==> src/hw/rtl/assert_macros.svh <==
// ----------------------------------------------------------------------------
// Assertion macros
// Concurrent assertion wrappers; empty when SYNTHESIS is defined.
// ----------------------------------------------------------------------------
`ifndef ASSERT_MACROS_SVH
`define ASSERT_MACROS_SVH

`ifndef SYNTHESIS

`define IEFD_ASSERT(label, clk, rst, cond) \
   label: assert property (@(posedge clk) disable iff (rst) (cond)) \
      else $error("iefd assertion failed");

`define IEFD_ASSERT_IMPL(label, clk, rst, ante, cons) \
   label: assert property (@(posedge clk) disable iff (rst) (ante) |-> (cons)) \
      else $error("iefd assertion failed");

`else

`define IEFD_ASSERT(label, clk, rst, cond)

`define IEFD_ASSERT_IMPL(label, clk, rst, ante, cons)

`endif

`endif

==> src/hw/rtl/iefd_pkg.sv <==
// ----------------------------------------------------------------------------
// iefd_pkg
// Shared types and constants of the input event queue device.
// ----------------------------------------------------------------------------
package iefd_pkg;

   localparam logic [1:0] CMD_PUSH    = 2'd0;
   localparam logic [1:0] CMD_POINTER = 2'd1;
   localparam logic [1:0] CMD_READ    = 2'd2;
   localparam logic [1:0] CMD_WRITE   = 2'd3;

   localparam logic [1:0] PTR_WHEEL = 2'd1;

   localparam logic [11:0] OFF_DATA  = 12'h000;
   localparam logic [11:0] OFF_LEN   = 12'h004;
   localparam logic [11:0] OFF_BYTES = 12'h008;

   localparam logic [31:0] PG_NAME     = 32'h0000_0000;
   localparam logic [31:0] PG_CAPS     = 32'h0001_0000;
   localparam logic [31:0] PG_CAPS_REL = 32'h0001_0002;
   localparam logic [31:0] PG_ABS      = 32'h0002_0003;

   localparam logic [3:0] NAME_LEN     = 4'd9;
   localparam logic [3:0] CAPS_LEN     = 4'd1;
   localparam logic [3:0] CAPS_REL_LEN = 4'd2;
   localparam logic [3:0] CAPS_IDX     = 4'd9;
   localparam logic [3:0] REL_BASE     = 4'd10;

   localparam logic [15:0] WHEEL_TYPE = 16'd2;
   localparam logic [15:0] WHEEL_CODE = 16'd8;

   localparam logic [7:0] PAGE_ROM [16] = '{
      8'h70, 8'h61, 8'h6a, 8'h39, 8'h31, 8'h32, 8'h34, 8'h75, 8'h31,
      8'h06,
      8'h00, 8'h01,
      8'h00, 8'h00, 8'h00, 8'h00
   };

   typedef enum logic [2:0] {
      OP_NOP   = 3'd0,
      OP_PUSH  = 3'd1,
      OP_WHEEL = 3'd2,
      OP_POP   = 3'd3,
      OP_LEN   = 3'd4,
      OP_PAGE  = 3'd5,
      OP_SEL   = 3'd6,
      OP_ERR   = 3'd7
   } op_kind_type;

   typedef enum logic [1:0] {
      PH_INIT = 2'd0,
      PH_BUF  = 2'd1,
      PH_LIVE = 2'd2
   } phase_type;

   typedef struct packed {
      op_kind_type kind;
      logic [15:0] ev_type;
      logic [15:0] ev_code;
      logic [31:0] data;
      logic [11:0] page_off;
   } op_type;

endpackage

==> src/hw/rtl/iefd_front.sv <==
// ----------------------------------------------------------------------------
// iefd_front
// Accepts request words, decodes them into operations, two-entry queue.
// ----------------------------------------------------------------------------
module iefd_front (
   input  logic                clock,
   input  logic                reset,
   input  logic                req_valid,
   output logic                req_ready,
   input  logic [1:0]          req_command,
   input  logic [15:0]         req_event_type,
   input  logic [15:0]         req_event_code,
   input  logic signed [31:0]  req_event_value,
   input  logic [1:0]          req_pointer_kind,
   input  logic [11:0]         req_bus_offset,
   input  logic [31:0]         req_write_data,
   output logic                q_valid,
   output iefd_pkg::op_type    q_op,
   input  logic                q_take
);

   iefd_pkg::op_type op_new;
   iefd_pkg::op_type slot_ff [2];
   logic             wr_ptr_ff, wr_ptr_in;
   logic             rd_ptr_ff, rd_ptr_in;
   logic [1:0]       count_ff, count_in;
   logic             push, pop;

   always_comb begin
      op_new          = '0;
      op_new.ev_type  = req_event_type;
      op_new.ev_code  = req_event_code;
      op_new.data     = (req_command == iefd_pkg::CMD_WRITE) ? req_write_data
                                                             : $unsigned(req_event_value);
      op_new.page_off = req_bus_offset - iefd_pkg::OFF_BYTES;
      unique case (req_command)
         iefd_pkg::CMD_PUSH: begin
            op_new.kind = iefd_pkg::OP_PUSH;
         end
         iefd_pkg::CMD_POINTER: begin
            op_new.kind = (req_pointer_kind == iefd_pkg::PTR_WHEEL) ? iefd_pkg::OP_WHEEL
                                                                    : iefd_pkg::OP_NOP;
         end
         iefd_pkg::CMD_READ: begin
            if (req_bus_offset == iefd_pkg::OFF_DATA) begin
               op_new.kind = iefd_pkg::OP_POP;
            end else if (req_bus_offset == iefd_pkg::OFF_LEN) begin
               op_new.kind = iefd_pkg::OP_LEN;
            end else if (req_bus_offset >= iefd_pkg::OFF_BYTES) begin
               op_new.kind = iefd_pkg::OP_PAGE;
            end else begin
               op_new.kind = iefd_pkg::OP_ERR;
            end
         end
         iefd_pkg::CMD_WRITE: begin
            op_new.kind = (req_bus_offset == iefd_pkg::OFF_DATA) ? iefd_pkg::OP_SEL
                                                                 : iefd_pkg::OP_ERR;
         end
         default: begin
            op_new.kind = iefd_pkg::OP_NOP;
         end
      endcase
   end

   assign req_ready = (count_ff != 2'd2);
   assign q_valid   = (count_ff != 2'd0);
   assign q_op      = slot_ff[rd_ptr_ff];
   assign push      = req_valid && req_ready;
   assign pop       = q_take && q_valid;

   always_comb begin
      wr_ptr_in = push ? ~wr_ptr_ff : wr_ptr_ff;
      rd_ptr_in = pop ? ~rd_ptr_ff : rd_ptr_ff;
      count_in  = count_ff;
      if (push && !pop) begin
         count_in = count_ff + 2'd1;
      end else if (pop && !push) begin
         count_in = count_ff - 2'd1;
      end
   end

   always_ff @(posedge clock) begin
      if (reset) begin
         wr_ptr_ff <= 1'b0;
         rd_ptr_ff <= 1'b0;
         count_ff  <= 2'd0;
      end else begin
         wr_ptr_ff <= wr_ptr_in;
         rd_ptr_ff <= rd_ptr_in;
         count_ff  <= count_in;
      end
   end

   always_ff @(posedge clock) begin
      if (push) begin
         slot_ff[wr_ptr_ff] <= op_new;
      end
   end

endmodule

==> config.mk <==
export PLATFORM = sky130hd
export DESIGN_NAME = iefd_front
export DESIGN_NICKNAME = d
export VERILOG_FILES = /design/src/hw/rtl/assert_macros.svh /design/src/hw/rtl/iefd_pkg.sv /design/src/hw/rtl/iefd_front.sv
export SDC_FILE = /design/constraint.sdc
export NUM_CORES = 1
export LEC_CHECK = 0
export BUFFER_PORTS_ARGS = -buffer_cell sky130_fd_sc_hd__buf_2
export CORE_UTILIZATION = 30
export DETAILED_ROUTE_END_ITERATION = 8
export SKIP_CTS_REPAIR_TIMING = 1
export SYNTH_ARGS = -nofsm -noshare
export SYNTH_HDL_FRONTEND = slang
export SYNTH_SLANG_ARGS = --single-unit
==> constraint.sdc <==
create_clock -name clock -period 5.3 [get_ports clock]
set_input_delay 0.265 -clock clock [delete_from_list [all_inputs] [get_ports clock]]
set_output_delay 0.265 -clock clock [all_outputs]
set_load 0.02 [all_outputs]
==> impl_metrics.csv <==
group,metric,value,unit
placement,io_buffer_count,196,
drt,via_per_inst,4.39,
synth,synth.most_common_cell,"sky130_fd_sc_hd__edfxtp_1",
cts,cts_tree,"built",
grt,maximum_number_of_pins_on_one_net_before_global_route_repair,80,
die,num_io_pins,197,
cts,cts_inserted_buffers,17,
layout,insertedDiodeCount,0,
timing,unrepaired_setup_endpoints_after_global_routing,"no",
grt,grt_first_pass_wirelength,19500,um
run_status,run_status,"completed",
drt,drt.antenna.violating_nets,0,
worst_setup_path,crit_path_end_kind,"output port",
worst_setup_path,worstSetupPathType,"reg -> out",
power,lkg_pwr,0.00317,uW
synth,synth.yosys.seq_area_share,74.2,%
layout,final_core_utilization,39.7,%
timing,worst_pin_slew,1130,ps
layout,final_instance_area,0.00839,mm2
placement,placement.cell_area,0.00781,mm2
worst_setup_path,ff2ff_setup_slack,3040,ps
worst_hold_path,hold_start,"req_event_code[1]",
cts,cts.reportedPaths.clkPinSlew,70,ps
cts,skew_pair_late_insertion_delay,410,ps
layout,nets,661,
grt,grt_total_ovfl,0,
worst_setup_path,worstPathArrival,2110,ps
timing,min_period_over_period,44.8,%
drt,finalWirelength,12800,um
placement,hpwl,8460,um
drt,vias,3646,
worst_setup_path,r2r_start,"count_ff[0]",
timing,setup-tns-final,0,ps
die,floorplan.rows,53,
synth,synth_cells,339,
worst_setup_path,critical_path.reg2reg.endpoint,"slot_ff[0][20]",
synth,post_synthesis_register_bit_count,163,
synth,netlist-cell-type-count,29,
synth,synth.net_count,457,
die,die_w,149,um
timing,min_period,2370,ps
synth,synth_area_per_cell,19.2,um2
cts,ctsRootBufferMaster,"sky130_fd_sc_hd__clkbuf_16",
worst_setup_path,critical_path.max_fanout,79,
power,worst_ir_drop_vdd,0.194,mV
timing,finalHoldViolations,0,
timing,setup_viol,0,
drt,dr.first_iter.drc_count,108,
flow_run,max_cap_viol_count,0,
die,start_util,30.8,%
synth,synth.cell_area,0.00653,mm2
drt,first_drt_pass_iteration_count,4,
synth,synth_area_leader_cell,"sky130_fd_sc_hd__edfxtp_1",
worst_setup_path,timing.critical_path.from_type,"register",
synth,synth_commonest_cells,"sky130_fd_sc_hd__edfxtp_1, sky130_fd_sc_hd__mux2_2, sky130_fd_sc_hd__buf_2, sky130_fd_sc_hd__xor2_1, sky130_fd_sc_hd__nor2_1",
synth,synth_edf_count,158,
die,die_area,0.0223,mm2
layout,drive_above_1_share,62.8,%
power,power.density,466,mW/mm2
layout,area.growth.synth_to_final,28.6,%
placement,gpl.final_weighted_congestion,0.737,
worst_hold_path,hold_depth,1,
die,die-height,149,um
synth,synth.top_cell.area_share,72.7,%
worst_setup_path,r2r.worst_path.cells,4,
timing,maxSlewViolCount,0,
synth,post_synthesis_async_set_or_reset_flop_share,0,%
timing,finalClockSkew,6.01,ps
cts,clock_path_buffers,2,
grt,grt_antenna_before_repair,0,
timing,max_freq,421,MHz
drt,detail_route.wl_per_cell,15.5,um
synth,synth-main-ff-cell,"sky130_fd_sc_hd__edfxtp_1",
grt,number_of_global_route_vias_before_repair,3893,
worst_hold_path,hold_endpoint,"slot_ff[1][45]",
die,core-area,0.0212,mm2
grt,track_usage,11.8,%
timing,timing.slew.headroom,24.8,%
cts,htree_num_levels,4,
cts,numClockSinks,163,
synth,ys_top_cells_by_area,"sky130_fd_sc_hd__edfxtp_1, sky130_fd_sc_hd__mux2_2, sky130_fd_sc_hd__dfxtp_1, sky130_fd_sc_hd__xor2_1, sky130_fd_sc_hd__buf_2",
drt,detail_route.drc_violations,0,
synth,synth_warnings,0,
worst_hold_path,path_category_of_the_worst_min_delay_check,"in -> reg",
worst_setup_path,worstPathRequired,5040,ps
==> cell usage in the layout (no fill, tap or decap), types with 5 or more instances in the layout <==
master / instances
sky130_fd_sc_hd__nor2_1: 7
sky130_fd_sc_hd__edfxtp_1: 158
sky130_fd_sc_hd__mux2_2: 111
sky130_fd_sc_hd__clkbuf_16: 17
sky130_fd_sc_hd__xor2_1: 8
sky130_fd_sc_hd__inv_1: 5
sky130_fd_sc_hd__buf_2: 196
==> layer usage <==
| layer | vias to the layer above | wire, um | GRT usage, % |
|---|---|---|---|
| li1 | 1734 | - | - |
| met1 | 1777 | 5550 | 14.4 |
| met2 | 128 | 6370 | 19.3 |
| met3 | 7 | 814 | 3.93 |
| met4 | 0 | 115 | 3.98 |
| met5 | - | 0 | 0 |
==> sequential cells by signal, summed over array words and instances (netlist names), named ones only <==
name / cells
wr_ptr_ff: 1
rd_ptr_ff: 1
count_ff: 2
slot_ff: 158
==> how the worst max path moves through the flow <==
stage | to | cells past startpoint | start | slack (ps)
global route | q_op[41] | 2 | register | 2780
detailed placement | slot_ff[0][20] | 4 | count_ff[0] | 2990
finish | q_op[41] | 2 | register | 2930
global placement | slot_ff[0][18] | 4 | count_ff[0] | 3060
floorplan | slot_ff[1][0] | 2 | count_ff[0] | 2230
CTS | q_op[73] | 2 | register | 2840
==> where the power goes <==
| part | switching [uW] | internal, uW |
|---|---|---|
| Sequential | 120 | 1620 |
| Clock | 509 | 699 |
| Combinational | 550 | 412 |
==> critical path: stages, from the launching register on <==
cell	delay (ps)
sky130_fd_sc_hd__dfxtp_4	1060
sky130_fd_sc_hd__mux2_2	430
sky130_fd_sc_hd__buf_2	170
==> cell families after synthesis <==
logic type,after synthesis,synth area share (%)
AO/OA/AOI/OAI,11,1.15
XOR/XNOR,8,1.07
adder cells (fa/ha/maj),2,0.383
buffers and inverters,18,1.27
flip-flops,163,74.2
multiplexers,112,19.3
AND/OR/NAND/NOR,25,2.57
==> per-stage QoR <==
stage	power (uW)	worst slack (ps)	hold slack [ps]	cells
detailed placement	2750	2990	460	799
global placement	2730	3060	457	799
CTS	3980	2840	12.7	831
floorplan	2410	2230	334	339
finish	3910	2930	37.0	831
global route	4100	2780	10.4	831
==> cell type report <==
| cell class | count | area, um2 |
|---|---|---|
| inverters | 6 | 23.8 |
| clock inverters | 14 | 153 |
| flip-flops and latches | 163 | 4850 |
| multi-input cells | 158 | 1610 |
| clock buffers | 18 | 429 |
| repair buffers | 197 | 988 |
| well taps | 275 | 344 |
| fillers | 1963 | 12800 |
No activity file was read; power rests on OpenSTA's default activity.
